## src/design/fdf_pkg.sv

```systemverilog
// ----------------------------------------------------------------------------
// fdf_pkg
// Types and constants shared by the FLV tag deframer modules.
// ----------------------------------------------------------------------------
`default_nettype none

package fdf_pkg;

  localparam int unsigned BYTE_W  = 8;
  localparam int unsigned LEN_W   = 24;
  localparam int unsigned TS_W    = 32;
  localparam int unsigned KIND_W  = 2;

  localparam logic [BYTE_W-1:0] SIG_0 = 8'h46;  // 'F'
  localparam logic [BYTE_W-1:0] SIG_1 = 8'h4C;  // 'L'
  localparam logic [BYTE_W-1:0] SIG_2 = 8'h56;  // 'V'

  localparam int unsigned SIG_BYTES       = 3;
  localparam int unsigned FILE_HDR_BYTES  = 3 + 1 + 1 + 4 + 4;
  localparam int unsigned TAG_HDR_BYTES   = 11;
  localparam int unsigned PREV_SIZE_BYTES = 4;

  typedef enum logic [KIND_W-1:0] {
    KIND_HEADER  = 2'd0,
    KIND_PAYLOAD = 2'd1,
    KIND_BAD_SIG = 2'd2
  } kind_e;

  typedef enum logic [5:0] {
    PH_SIG     = 6'b000001,
    PH_FHDR    = 6'b000010,
    PH_TAGHDR  = 6'b000100,
    PH_PAYLOAD = 6'b001000,
    PH_PREV    = 6'b010000,
    PH_DEAD    = 6'b100000
  } phase_e;

  typedef struct packed {
    logic [BYTE_W-1:0] data_byte;
    logic              start_of_file;
  } item_t;

  typedef struct packed {
    kind_e             result_kind;
    logic [BYTE_W-1:0] tag_type;
    logic [LEN_W-1:0]  payload_length;
    logic [TS_W-1:0]   tag_timestamp;
    logic [BYTE_W-1:0] payload_byte;
    logic              last_byte;
  } result_t;

endpackage

`default_nettype wire

```

## src/design/fdf_if.sv

```systemverilog
// ----------------------------------------------------------------------------
// fdf_if
// Valid/ready channels for the byte input and the result output.
// ----------------------------------------------------------------------------
`default_nettype none

interface fdf_in_if;
  logic                          valid;
  logic                          ready;
  logic [fdf_pkg::BYTE_W-1:0]    data_byte;
  logic                          start_of_file;

  modport source (output valid, output data_byte, output start_of_file, input ready);
  modport sink   (input valid, input data_byte, input start_of_file, output ready);
endinterface

interface fdf_out_if;
  logic                          valid;
  logic                          ready;
  logic [fdf_pkg::KIND_W-1:0]    result_kind;
  logic [fdf_pkg::BYTE_W-1:0]    tag_type;
  logic [fdf_pkg::LEN_W-1:0]     payload_length;
  logic [fdf_pkg::TS_W-1:0]      tag_timestamp;
  logic [fdf_pkg::BYTE_W-1:0]    payload_byte;
  logic                          last_byte;

  modport source (output valid, output result_kind, output tag_type, output payload_length,
                  output tag_timestamp, output payload_byte, output last_byte,
                  input ready);
  modport sink   (input valid, input result_kind, input tag_type, input payload_length,
                  input tag_timestamp, input payload_byte, input last_byte,
                  output ready);
endinterface

`default_nettype wire

```

## src/design/fdf_in_stage.sv

```systemverilog
// ----------------------------------------------------------------------------
// fdf_in_stage
// Input register: holds one byte item until the parser takes it.
// ----------------------------------------------------------------------------
`default_nettype none

module fdf_in_stage (
  input  wire logic           clk_i,
  input  wire logic           rst_ni,
  input  wire logic           valid_i,
  output logic                ready_o,
  input  wire fdf_pkg::item_t item_i,
  output logic                valid_o,
  input  wire logic           take_i,
  output fdf_pkg::item_t      item_o
);

  logic           valid_q;
  fdf_pkg::item_t item_q;

  assign ready_o = !valid_q || take_i;
  assign valid_o = valid_q;
  assign item_o  = item_q;

  always_ff @(posedge clk_i or negedge rst_ni) begin
    if (!rst_ni) begin
      valid_q <= 1'b0;
    end else if (ready_o) begin
      valid_q <= valid_i;
    end
  end

  always_ff @(posedge clk_i) begin
    if (ready_o && valid_i) begin
      item_q <= item_i;
    end
  end

endmodule

`default_nettype wire

```

## src/design/fdf_parser.sv

```systemverilog
// ----------------------------------------------------------------------------
// fdf_parser
// FLV parse state and per-byte result logic; state moves when an item is taken.
// ----------------------------------------------------------------------------
`default_nettype none

module fdf_parser (
  input  wire logic             clk_i,
  input  wire logic             rst_ni,
  input  wire logic             take_i,
  input  wire fdf_pkg::item_t   item_i,
  output logic                  res_valid_o,
  output fdf_pkg::result_t      res_o
);

  fdf_pkg::phase_e                phase_q, phase_d, phase;
  logic [fdf_pkg::LEN_W-1:0]      cnt_q, cnt_d, cnt;
  logic [fdf_pkg::BYTE_W-1:0]     type_q, type_d, type_h;
  logic [fdf_pkg::LEN_W-1:0]      len_q, len_d, len_h;
  logic [fdf_pkg::TS_W-1:0]       ts_q, ts_d, ts_h;
  logic [fdf_pkg::BYTE_W-1:0]     b;
  logic [fdf_pkg::BYTE_W-1:0]     want;
  logic [fdf_pkg::LEN_W:0]        cnt_inc;
  logic                           last;

  assign b       = item_i.data_byte;
  assign cnt_inc = {1'b0, cnt} + {{fdf_pkg::LEN_W{1'b0}}, 1'b1};
  assign last    = cnt_inc >= {1'b0, len_h};

  always_comb begin
    phase  = phase_q;
    cnt    = cnt_q;
    type_h = type_q;
    len_h  = len_q;
    ts_h   = ts_q;
    if (item_i.start_of_file) begin
      phase  = fdf_pkg::PH_SIG;
      cnt    = '0;
      type_h = '0;
      len_h  = '0;
      ts_h   = '0;
    end

    if (cnt == '0) begin
      want = fdf_pkg::SIG_0;
    end else if (cnt == fdf_pkg::LEN_W'(1)) begin
      want = fdf_pkg::SIG_1;
    end else begin
      want = fdf_pkg::SIG_2;
    end

    phase_d = phase;
    cnt_d   = cnt;
    type_d  = type_h;
    len_d   = len_h;
    ts_d    = ts_h;

    res_valid_o          = 1'b0;
    res_o.result_kind    = fdf_pkg::KIND_HEADER;
    res_o.tag_type       = type_h;
    res_o.payload_length = len_h;
    res_o.tag_timestamp  = ts_h;
    res_o.payload_byte   = '0;
    res_o.last_byte      = 1'b0;

    unique case (phase)
      fdf_pkg::PH_SIG: begin
        if (b != want) begin
          res_valid_o          = 1'b1;
          res_o.result_kind    = fdf_pkg::KIND_BAD_SIG;
          res_o.tag_type       = '0;
          res_o.payload_length = '0;
          res_o.tag_timestamp  = '0;
          phase_d              = fdf_pkg::PH_DEAD;
          cnt_d                = '0;
        end else if (cnt >= fdf_pkg::LEN_W'(fdf_pkg::SIG_BYTES - 1)) begin
          phase_d = fdf_pkg::PH_FHDR;
          cnt_d   = fdf_pkg::LEN_W'(fdf_pkg::SIG_BYTES);
        end else begin
          cnt_d = cnt_inc[fdf_pkg::LEN_W-1:0];
        end
      end
      fdf_pkg::PH_FHDR: begin
        if (cnt >= fdf_pkg::LEN_W'(fdf_pkg::FILE_HDR_BYTES - 1)) begin
          phase_d = fdf_pkg::PH_TAGHDR;
          cnt_d   = '0;
        end else begin
          cnt_d = cnt_inc[fdf_pkg::LEN_W-1:0];
        end
      end
      fdf_pkg::PH_TAGHDR: begin
        case (cnt)
          24'd0:   type_d        = b;
          24'd1:   len_d[23:16]  = b;
          24'd2:   len_d[15:8]   = b;
          24'd3:   len_d[7:0]    = b;
          24'd4:   ts_d[23:16]   = b;
          24'd5:   ts_d[15:8]    = b;
          24'd6:   ts_d[7:0]     = b;
          24'd7:   ts_d[31:24]   = b;
          default: ;
        endcase
        if (cnt >= fdf_pkg::LEN_W'(fdf_pkg::TAG_HDR_BYTES - 1)) begin
          res_valid_o       = 1'b1;
          res_o.result_kind = fdf_pkg::KIND_HEADER;
          phase_d           = (len_h == '0) ? fdf_pkg::PH_PREV : fdf_pkg::PH_PAYLOAD;
          cnt_d             = '0;
        end else begin
          cnt_d = cnt_inc[fdf_pkg::LEN_W-1:0];
        end
      end
      fdf_pkg::PH_PAYLOAD: begin
        res_valid_o        = 1'b1;
        res_o.result_kind  = fdf_pkg::KIND_PAYLOAD;
        res_o.payload_byte = b;
        res_o.last_byte    = last;
        if (last) begin
          phase_d = fdf_pkg::PH_PREV;
          cnt_d   = '0;
        end else begin
          cnt_d = cnt_inc[fdf_pkg::LEN_W-1:0];
        end
      end
      fdf_pkg::PH_PREV: begin
        if (cnt >= fdf_pkg::LEN_W'(fdf_pkg::PREV_SIZE_BYTES - 1)) begin
          phase_d = fdf_pkg::PH_TAGHDR;
          cnt_d   = '0;
        end else begin
          cnt_d = cnt_inc[fdf_pkg::LEN_W-1:0];
        end
      end
      fdf_pkg::PH_DEAD: begin
      end
      default: begin
        phase_d = fdf_pkg::PH_SIG;
        cnt_d   = '0;
      end
    endcase
  end

  always_ff @(posedge clk_i or negedge rst_ni) begin
    if (!rst_ni) begin
      phase_q <= fdf_pkg::PH_SIG;
      cnt_q   <= '0;
      type_q  <= '0;
      len_q   <= '0;
      ts_q    <= '0;
    end else if (take_i) begin
      phase_q <= phase_d;
      cnt_q   <= cnt_d;
      type_q  <= type_d;
      len_q   <= len_d;
      ts_q    <= ts_d;
    end
  end

endmodule

`default_nettype wire

```

## src/design/fdf_out_stage.sv

```systemverilog
// ----------------------------------------------------------------------------
// fdf_out_stage
// Result register: holds one result item until the sink takes it.
// ----------------------------------------------------------------------------
`default_nettype none

module fdf_out_stage (
  input  wire logic             clk_i,
  input  wire logic             rst_ni,
  input  wire logic             load_i,
  input  wire logic             res_valid_i,
  input  wire fdf_pkg::result_t res_i,
  output logic                  free_o,
  output logic                  valid_o,
  input  wire logic             ready_i,
  output fdf_pkg::result_t      res_o
);

  logic             valid_q;
  fdf_pkg::result_t res_q;

  assign free_o  = !valid_q || ready_i;
  assign valid_o = valid_q;
  assign res_o   = res_q;

  always_ff @(posedge clk_i or negedge rst_ni) begin
    if (!rst_ni) begin
      valid_q <= 1'b0;
    end else if (load_i) begin
      valid_q <= res_valid_i;
    end else if (ready_i) begin
      valid_q <= 1'b0;
    end
  end

  always_ff @(posedge clk_i) begin
    if (load_i && res_valid_i) begin
      res_q <= res_i;
    end
  end

endmodule

`default_nettype wire

```

## src/design/flv_tag_deframer_unit.sv

```systemverilog
// Accepted bytes pass the input register, then their result items the result register,
// which split the path; throughput is one byte per cycle unless the output stalls.
// Each byte gives at most one result item; stalls on the output back up the input.
// Reset: asynchronous, clears both stage valids and puts the parser at the FLV signature.
// ----------------------------------------------------------------------------
// flv_tag_deframer_unit
// FLV byte-stream deframer: checks the signature, reporting a mismatch, skips the file header,
// emits one header item per tag followed by its payload bytes.
// ----------------------------------------------------------------------------
`default_nettype none

module flv_tag_deframer_unit (
  input  wire logic  clk_i,
  input  wire logic  rst_ni,
  fdf_in_if.sink     in_i,
  fdf_out_if.source  out_o
);

  fdf_pkg::item_t   in_item;
  fdf_pkg::item_t   stage_item;
  fdf_pkg::result_t res;
  fdf_pkg::result_t out_res;
  logic             stage_valid;
  logic             out_free;
  logic             take;
  logic             res_valid;

  assign in_item.data_byte     = in_i.data_byte;
  assign in_item.start_of_file = in_i.start_of_file;
  assign take                  = stage_valid && out_free;

  fdf_in_stage u_in (
    .clk_i   (clk_i),
    .rst_ni  (rst_ni),
    .valid_i (in_i.valid),
    .ready_o (in_i.ready),
    .item_i  (in_item),
    .valid_o (stage_valid),
    .take_i  (take),
    .item_o  (stage_item)
  );

  fdf_parser u_parser (
    .clk_i       (clk_i),
    .rst_ni      (rst_ni),
    .take_i      (take),
    .item_i      (stage_item),
    .res_valid_o (res_valid),
    .res_o       (res)
  );

  fdf_out_stage u_out (
    .clk_i       (clk_i),
    .rst_ni      (rst_ni),
    .load_i      (take),
    .res_valid_i (res_valid),
    .res_i       (res),
    .free_o      (out_free),
    .valid_o     (out_o.valid),
    .ready_i     (out_o.ready),
    .res_o       (out_res)
  );

  assign out_o.result_kind    = out_res.result_kind;
  assign out_o.tag_type       = out_res.tag_type;
  assign out_o.payload_length = out_res.payload_length;
  assign out_o.tag_timestamp  = out_res.tag_timestamp;
  assign out_o.payload_byte   = out_res.payload_byte;
  assign out_o.last_byte      = out_res.last_byte;

endmodule

`default_nettype wire

```

## src/flat_wrapper.sv

```systemverilog
// flat-port wrapper written by rule: the top's interface ports become plain ports
module flv_tag_deframer_unit_flat 
  (clk_i, rst_ni, in_i_valid, in_i_data_byte, in_i_start_of_file, in_i_ready, out_o_valid, out_o_result_kind, out_o_tag_type, out_o_payload_length, out_o_tag_timestamp, out_o_payload_byte, out_o_last_byte, out_o_ready);
  fdf_in_if in_i_i ();
  fdf_out_if out_o_i ();
  input  wire logic clk_i;
  input  wire logic rst_ni;
  input wire logic [$bits(in_i_i.valid)-1:0] in_i_valid;
  input wire logic [$bits(in_i_i.data_byte)-1:0] in_i_data_byte;
  input wire logic [$bits(in_i_i.start_of_file)-1:0] in_i_start_of_file;
  output wire logic [$bits(in_i_i.ready)-1:0] in_i_ready;
  output wire logic [$bits(out_o_i.valid)-1:0] out_o_valid;
  output wire logic [$bits(out_o_i.result_kind)-1:0] out_o_result_kind;
  output wire logic [$bits(out_o_i.tag_type)-1:0] out_o_tag_type;
  output wire logic [$bits(out_o_i.payload_length)-1:0] out_o_payload_length;
  output wire logic [$bits(out_o_i.tag_timestamp)-1:0] out_o_tag_timestamp;
  output wire logic [$bits(out_o_i.payload_byte)-1:0] out_o_payload_byte;
  output wire logic [$bits(out_o_i.last_byte)-1:0] out_o_last_byte;
  input wire logic [$bits(out_o_i.ready)-1:0] out_o_ready;
  assign in_i_i.valid = in_i_valid;
  assign in_i_i.data_byte = in_i_data_byte;
  assign in_i_i.start_of_file = in_i_start_of_file;
  assign in_i_ready = in_i_i.ready;
  assign out_o_valid = out_o_i.valid;
  assign out_o_result_kind = out_o_i.result_kind;
  assign out_o_tag_type = out_o_i.tag_type;
  assign out_o_payload_length = out_o_i.payload_length;
  assign out_o_tag_timestamp = out_o_i.tag_timestamp;
  assign out_o_payload_byte = out_o_i.payload_byte;
  assign out_o_last_byte = out_o_i.last_byte;
  assign out_o_i.ready = out_o_ready;
  flv_tag_deframer_unit u_core (.clk_i(clk_i), .rst_ni(rst_ni), .in_i(in_i_i), .out_o(out_o_i));
endmodule
```

## config.mk

```make
export PLATFORM = sky130hd
export DESIGN_NAME = flv_tag_deframer_unit_flat
export DESIGN_NICKNAME = d
export VERILOG_FILES = /design/src/design/fdf_pkg.sv /design/src/design/fdf_if.sv /design/src/design/fdf_in_stage.sv /design/src/design/fdf_parser.sv /design/src/design/fdf_out_stage.sv /design/src/design/flv_tag_deframer_unit.sv /design/src/flat_wrapper.sv
export SDC_FILE = /design/constraint.sdc
export NUM_CORES = 1
export LEC_CHECK = 0
export BUFFER_PORTS_ARGS = -buffer_cell sky130_fd_sc_hd__buf_2
export CORE_ASPECT_RATIO = 1.5
export CORE_MARGIN = 5
export CORE_UTILIZATION = 55
export CTS_CLUSTER_DIAMETER = 100
export DETAILED_ROUTE_END_ITERATION = 7
export MAX_ROUTING_LAYER = met4
export PLACE_DENSITY = 0.8
export SYNTH_ARGS = -nofsm -noshare
export SYNTH_HDL_FRONTEND = slang
export SYNTH_SLANG_ARGS = --single-unit
```

## constraint.sdc

```tcl
create_clock -name clk_i -period 12.2 [get_ports clk_i]
set_input_delay 1.22 -clock clk_i [delete_from_list [all_inputs] [get_ports clk_i]]
set_output_delay 1.22 -clock clk_i [all_outputs]
set_load 0.02 [all_outputs]
```

**Word-level counts from Yosys, hierarchy flattened**

Cells that the tools add are included.

- Register bits after elaboration: 180
- Input bits: 13

- $add $sub $neg: 1
- Magnitude comparators: 5
- Equality and inequality tests: 14
- Muxes and demuxes: 41
- Reduce and logical (&&, ||, !) cells: 10

Operators by type and width:

| cell | count |
|---|---|
| two-way mux 24 bit | 9 |
| case mux 24 bit (6 select lines) | 1 |
| equality test 24 x 3 -> 1 bit, second input constant | 4 |
| two-way mux 8 bit | 10 |
| two-way mux 66 bit | 1 |
| two-way mux 32 bit | 2 |
| two-way mux 64 bit | 1 |
| equality test 24 x 2 -> 1 bit, second input constant | 2 |
| greater-or-equal comparator 24 x 2 -> 1 bit, second input constant | 2 |
| greater-or-equal comparator 24 x 4 -> 1 bit, second input constant | 2 |
| logical NOT 24 bit | 2 |
| two-way mux 6 bit | 7 |
| case mux 6 bit (6 select lines) | 1 |
| adder 24 x 1 -> 25 bit, second input constant | 1 |
| greater-or-equal comparator 25 x 24 -> 1 bit | 1 |
| equality test 24 x 1 -> 1 bit, second input constant | 1 |
| two-way mux 5 bit | 3 |
| inequality test 8 bit | 1 |
| equality test 6 x 1 -> 1 bit, second input constant | 1 |
| equality test 6 x 2 -> 1 bit, second input constant | 1 |
| equality test 6 x 3 -> 1 bit, second input constant | 1 |
| equality test 6 x 4 -> 1 bit, second input constant | 1 |
| equality test 6 x 5 -> 1 bit, second input constant | 1 |
| equality test 6 bit, second input constant | 1 |
| other kinds (7) | 14 |

**Depth between registers and ports, before layout**

- Word-level depth: 8
- Mapped depth: 26
- Mapped depth without buffers: 21

**Hierarchy**

A second synthesis with hierarchy kept.

- Cells, all modules: 700
- Area total of the unflattened synthesis: 8391.8 um^2

Modules (own cells, without submodules):

| module | times used | cells an instance | area each (um^2) | sequential area each (um^2) |
|---|---|---|---|---|
| fdf_parser | 1 | 607 | 5754.3 | 2353.5 |
| fdf_out_stage | 1 | 79 | 2307.2 | 2277.2 |
| fdf_in_stage | 1 | 13 | 324.1 | 295.3 |
| flv_tag_deframer_unit | 1 | 1 | 6.3 | 0.0 |

**Worst setup path after synthesis**

No wires, ideal clock.

- Path kind: reg-to-reg
- From: register u_core.u_in.item_q (netlist bit u_core.u_in.item_o[0])
- To: register u_core.u_out.res_q (netlist bit u_core.u_out.res_o[0]), enable pin
- Data arrival time: 5.900 ns
- Setup slack: 5.791 ns
- Stages on the path, launching flop included: 15
- Buffers on the path: 2
- Cell sequence: edfxtp_1 > buf_6 > clkinv_1 > clkbuf_1 > nand2_1 > inv_1 > ha_1 > nor2b_1 > nand4_1 > o21ai_0 > mux2i_1 > nor2_1 > nor2_1 > nor3_1 > nor2_1

- Word-level cells in the longest chain between the ends: 8

Ends and longest elaborated chain:

| item | RTL line | text |
|---|---|---|
| start: declaration | fdf_in_stage.sv:19 | `fdf_pkg::item_t item_q;` |
| start signal: assignment | fdf_in_stage.sv:35 | `item_q <= item_i;` |
| two-way mux 24 bit | fdf_parser.sv:36 | `if (item_i.start_of_file) begin` |
| equality test 24 x 1 -> 1 bit | fdf_parser.sv:46 | `end else if (cnt == fdf_pkg::LEN_W'(1)) begin` |
| two-way mux 5 bit | fdf_parser.sv:46 |  |
| two-way mux 5 bit | fdf_parser.sv:44 | `if (cnt == '0) begin` |
| inequality test 8 bit | fdf_parser.sv:68 | `if (b != want) begin` |
| two-way mux 1 bit | fdf_parser.sv:68 |  |
| case mux 1 bit (3 select lines) (*) | fdf_parser.sv:66 | `unique case (phase)` |
| logical AND 1 bit (*) | fdf_out_stage.sv:37 | `if (load_i && res_valid_i) begin` |
| end signal: assignment | fdf_out_stage.sv:38 | `res_q <= res_i;` |
| end: declaration | fdf_out_stage.sv:20 | `fdf_pkg::result_t res_q;` |

Every way passes the cells marked *; elsewhere a longest branch is shown, timed or not.
A chain may end at the register's enable or synchronous reset.

**Worst setup path after layout**

- From: register u_core.u_in.item_q (netlist bit u_core.u_in.item_o[0])
- To: register u_core.u_parser.cnt_q[20] (netlist bit)

- Word-level cells in the longest chain between the ends: 7

Ends and longest elaborated chain:

| item | RTL line | text |
|---|---|---|
| parallel branches: the longest is 6 deep, another holds adder 24 x 1 -> 25 bit | -- |  |
| case mux 24 bit (6 select lines) (*) | fdf_parser.sv:66 |  |
| end signal: assignment | fdf_parser.sv:150 | `cnt_q <= cnt_d;` |
| end: declaration | fdf_parser.sv:17 | `logic [fdf_pkg::LEN_W-1:0] cnt_q, cnt_d, cnt;` |

Every way passes the cells marked *.

==> Implementation_results.wiki <==
{| class="wikitable"
! Metric !! Value
|-
| Run status || completed
|-
| Number of DRC markers in iteration 0 || 535
|-
| Port bufs || 89
|-
| Fraction of synthesized area in multiplexers || 0.2349%
|-
| Area fraction in compound gates after synthesis || 13.72%
|-
| Max H-tree Level || 4
|-
| Post-Layout Cell Count || 1064
|-
| Starting density of the core || 56.28%
|-
| GR Util All Layers || 23.68%
|-
| Worst-path fanout max || 45
|-
| Clk_lat worst skew || 0.44 ns
|-
| Die ar. || 18130 um2
|-
| Die H || 162.4 um
|-
| Internal reg-to-reg setup slack || 6.30 ns
|-
| Largest net degree at the start of global routing || 76
|-
| Post-Route Setup TNS || 0 ns
|-
| Number of top-level design ports || 90
|-
| Total number of placement rows || 55
|-
| Clk slew on worst S/H paths || 0.07 ns
|-
| Setup skew after layout || 0.01905 ns
|-
| Critical path data arrival time || 6.24 ns
|-
| Leakage || 0.004158 uW
|-
| Slew at the pin closest to its max-slew limit || 1.041 ns
|-
| Final Hold Violating Endpoints || 0
|-
| Register Area || 4926 um2
|-
| First-pass GRT wire length || 32.86 mm
|-
| Endpoints failing setup || 0
|-
| Type of element launching the critical path || flip-flop
|-
| Min cycle time layout || 5.903 ns
|-
| Post-synthesis sequential area ratio || 57.81%
|-
| Crit share post-route || 48.39%
|-
| Number of enable flip-flop cells after synthesis || 84
|-
| Cell Count Post-Placement || 1032
|-
| Net count after synthesis || 815
|-
| Number of pins with negative max-slew slack in the final report || 0
|-
| Maxcap violations || 0
|-
| Per-cell via count in the routed design || 6.044
|-
| Simple-gate share of the synthesized area || 19.93%
|-
| Type of the worst setup path || reg -> reg
|-
| Total number of nets in the final design || 893
|-
| Number of buffers created by CTS || 17
|-
| Count of cells resized by post-cts repair || 0
|-
| Mean routed wirelength per cell || 19.36 um
|-
| Initial DRT Pass Iterations || 8
|-
| Main combinational cell family by area after synthesis || simple AND/OR/NAND/NOR gates
|-
| Flip-flop and latch count after synthesis || 180
|-
| Hold-fix buffer count after cts || 0
|-
| Number of design rule violations left after detail routing || 0
|-
| Setup Fix Bufs, Post-CTS || 0
|-
| Leading area contributor after synthesis || sky130_fd_sc_hd__edfxtp_1
|-
| Fraction of final layout cells with drive strength greater than 1 || 16.53%
|-
| Detailed-route via count || 6431
|-
| Antenna viol nets, final || 0
|-
| Slew Limit Headroom || 30.58%
|-
| Capturing element type of the critical path || flip-flop
|-
| Cell variety after synth || 62
|-
| Worst Hold Path Cells || 2
|-
| Area share of fa/ha/maj cells after synthesis || 4.112%
|-
| Proportion of synthesized flip-flops having asynchronous set or reset || 53.33%
|-
| Number of instances in the synthesized netlist || 774
|-
| CTS tree || done
|-
| Die Wd || 111.6 um
|-
| Fill cell instance count of the final layout || 1196
|-
| Routability-driven placement congestion ratio || 0.9767
|-
| Number of antenna violations at the first check in global routing || 0
|-
| Largest cells by area after synthesis || sky130_fd_sc_hd__edfxtp_1 30%, sky130_fd_sc_hd__dfrtp_1 28%, sky130_fd_sc_hd__nand2_1 4.9%
|-
| PD cells || 156.5 nW/um2
|-
| Deepest clock path buffer count || 2
|-
| CTS root buffer || sky130_fd_sc_hd__clkbuf_16
|-
| Remaining global-route overflow || 0
|-
| Layout-stage area growth over the synthesis result || 13.79%
|-
| Path category of the worst min-delay check || reg -> reg
|-
| Share of Yosys cell area claimed by the top area cell type || 29.60%
|-
| Multi-input combinational cell area || 3405 um2
|-
| Post-DP HPWL || 14.34 mm
|-
| Yosys warns || 0
|-
| Synthesized cell area || 8521 um2
|-
| Drt total wl || 20.60 mm
|-
| Number of global-route vias before repair || 6339
|-
| Maximum clock rate || 169.4 MHz
|-
| Hold Path Sink || u_core.u_parser.ts_q[2]
|-
| Core area || 15140 um2
|-
| Reg-to-Reg End || u_core.u_parser.cnt_q[20]
|-
| R2R cell count || 22
|-
| Worst ir drop on vdd || 0.08121 mV
|-
| Antenna cells || 0
|-
| Syn Area/Cell || 11.01 um2
|-
| Top flip-flop cell by instance count after synthesis || sky130_fd_sc_hd__dfrtp_1
|-
| Setup repair after global routing missed its margin || false
|-
| Startpoint of the worst-slack reg-to-reg timing path || u_core.u_in.item_o[0]
|-
| Post-Synth XOR/XNOR Area || 1.850%
|-
| Startpoint of the tightest hold check path || u_core.u_parser.ts_q[2]
|-
| Clock net sink count || 180
|-
| Data required time at the worst endpoint || 12.54 ns
|}
## stage by stage
stage / power [uW] / utilization, % / setup WS [ns] / hold WS, ns / instance area, um2
5_1_grt: 1577 / 64.04 / 5.698 / 0.4999 / 9696
2_1_floorplan: 907.5 / - / 5.791 / 0.4418 / 8521
3_5_place_dp: 998.4 / 60.17 / 6.377 / 0.4624 / 9110
4_1_cts: 1526 / 64.04 / 6.382 / 0.4796 / 9696
3_3_place_gp: 997.9 / 60.17 / 6.734 / 0.4528 / 9110
6_report: 1517 / 64.04 / 6.297 / 0.4752 / 9696
## cell usage after synthesis (all sizes together) (3+ instances only)
library cell,n
nand3b,4
o21ai,51
nor3,16
a31oi,3
or3,5
a211oi,3
clkbuf,24
nand2b,5
nand4,8
inv,9
nor4,9
nor2b,15
a21o,9
a21oi,26
a22oi,6
nand3,19
xnor2,11
a22o,44
xor2,7
nand2,112
and2,52
ha,28
and3,10
buf,12
dfrtp,95
nor2,66
o41ai,9
edfxtp,84
## layout by cell type (no fill, tap or decap), drive strengths merged, types with 3 or more instances in the layout
master,instances
clkbuf,17
a21o,9
ha,28
nand2b,5
inv,16
nor4,9
or3,5
buf,95
edfxtp,84
xor2,7
o41ai,9
xnor2,11
o21ai,51
nand3,19
nor2b,15
a22oi,6
nand4,8
nor2,66
a22o,44
a211oi,3
a21oi,26
clkinv,9
nand2,112
nor3,16
and2,52
dfrtp,95
and3,10
a31oi,3
nand3b,4
## worst max-delay path, stage by stage (launching register included)
cell	delay (ns)
sky130_fd_sc_hd__edfxtp_1	0.37
sky130_fd_sc_hd__buf_4	0.28
sky130_fd_sc_hd__clkinv_1	0.10
sky130_fd_sc_hd__nand2_1	0.13
sky130_fd_sc_hd__inv_1	0.14
sky130_fd_sc_hd__ha_1	0.37
sky130_fd_sc_hd__nand4_1	0.25
sky130_fd_sc_hd__nor2_1	0.27
sky130_fd_sc_hd__nand3_1	0.12
sky130_fd_sc_hd__nor3_1	0.45
sky130_fd_sc_hd__nand2_1	0.15
sky130_fd_sc_hd__nor2_1	0.14
sky130_fd_sc_hd__xnor2_1	0.16
sky130_fd_sc_hd__nor2_1	0.07
sky130_fd_sc_hd__ha_1	0.33
sky130_fd_sc_hd__nand4_1	0.13
sky130_fd_sc_hd__nor2_1	0.07
sky130_fd_sc_hd__a211oi_1	0.20
sky130_fd_sc_hd__a21boi_0	0.16
sky130_fd_sc_hd__o31ai_2	0.43
sky130_fd_sc_hd__o41a_1	0.89
sky130_fd_sc_hd__or4b_1	0.50
sky130_fd_sc_hd__o211ai_1	0.09
## cells by family after synthesis
| group | count (synthesis) |
|---|---|
| and+or+nand+nor | 332 |
| DFF | 180 |
| AOI/OAI and AO/OA | 168 |
| buffers and inverters | 46 |
| adders and majority gates | 28 |
| xor gates and xnor gates | 18 |
| muxes | 2 |
## report_power, final
group	total, uW	switching, uW	leakage, uW	internal (uW)
logic	253	194	0.00172	59.6
registers	731	24.0	0.00215	707
clock network	533	259	0.000287	274
total	1520	476	0.00416	1040
## worst max path at each step
stage,startpoint,end,slack (ns),cells after the start
global placement,u_core.u_in.item_o[0],u_core.u_parser.cnt_q[20],6.73,22
CTS,u_core.u_in.item_o[0],u_core.u_parser.cnt_q[20],6.38,22
floorplan,u_core.u_in.item_o[0],u_core.u_out.res_o[0],5.79,14
global route,u_core.u_in.item_o[0],u_core.u_parser.cnt_q[20],5.70,22
finish,u_core.u_in.item_o[0],u_core.u_parser.cnt_q[20],6.30,22
detailed placement,u_core.u_in.item_o[0],u_core.u_parser.cnt_q[20],6.38,22
## area by class of cell
type | instances | share of cell area [%]
Inverter | 10 | 0.3871
Clock inverter | 15 | 1.652
Clock buffer | 17 | 4.388
Sequential cell | 180 | 50.81
Timing Repair Buffer | 95 | 5.085
Tap cell | 199 | 2.568
Multi-Input combinational cell | 548 | 35.11
## registers in the layout, indices dropped and copies added (netlist names)
signal / count
u_core.u_in.item_o: 9
u_core.u_in.valid_o: 1
u_core.u_out.res_o: 75
u_core.u_out.valid_o: 1
u_core.u_parser.cnt_q: 24
u_core.u_parser.len_q: 24
u_core.u_parser.phase_q: 6
u_core.u_parser.ts_q: 32
u_core.u_parser.type_q: 8
## metal layers
metal	track usage, %	up-vias	share of wire, %
met5	-	-	0
met4	15.77	0	6.6
met3	3.755	95	5.2
met2	38.84	315	49
met1	26.74	3056	39
li1	-	2965	-
Note: power is estimated with default switching activity, not from simulation.
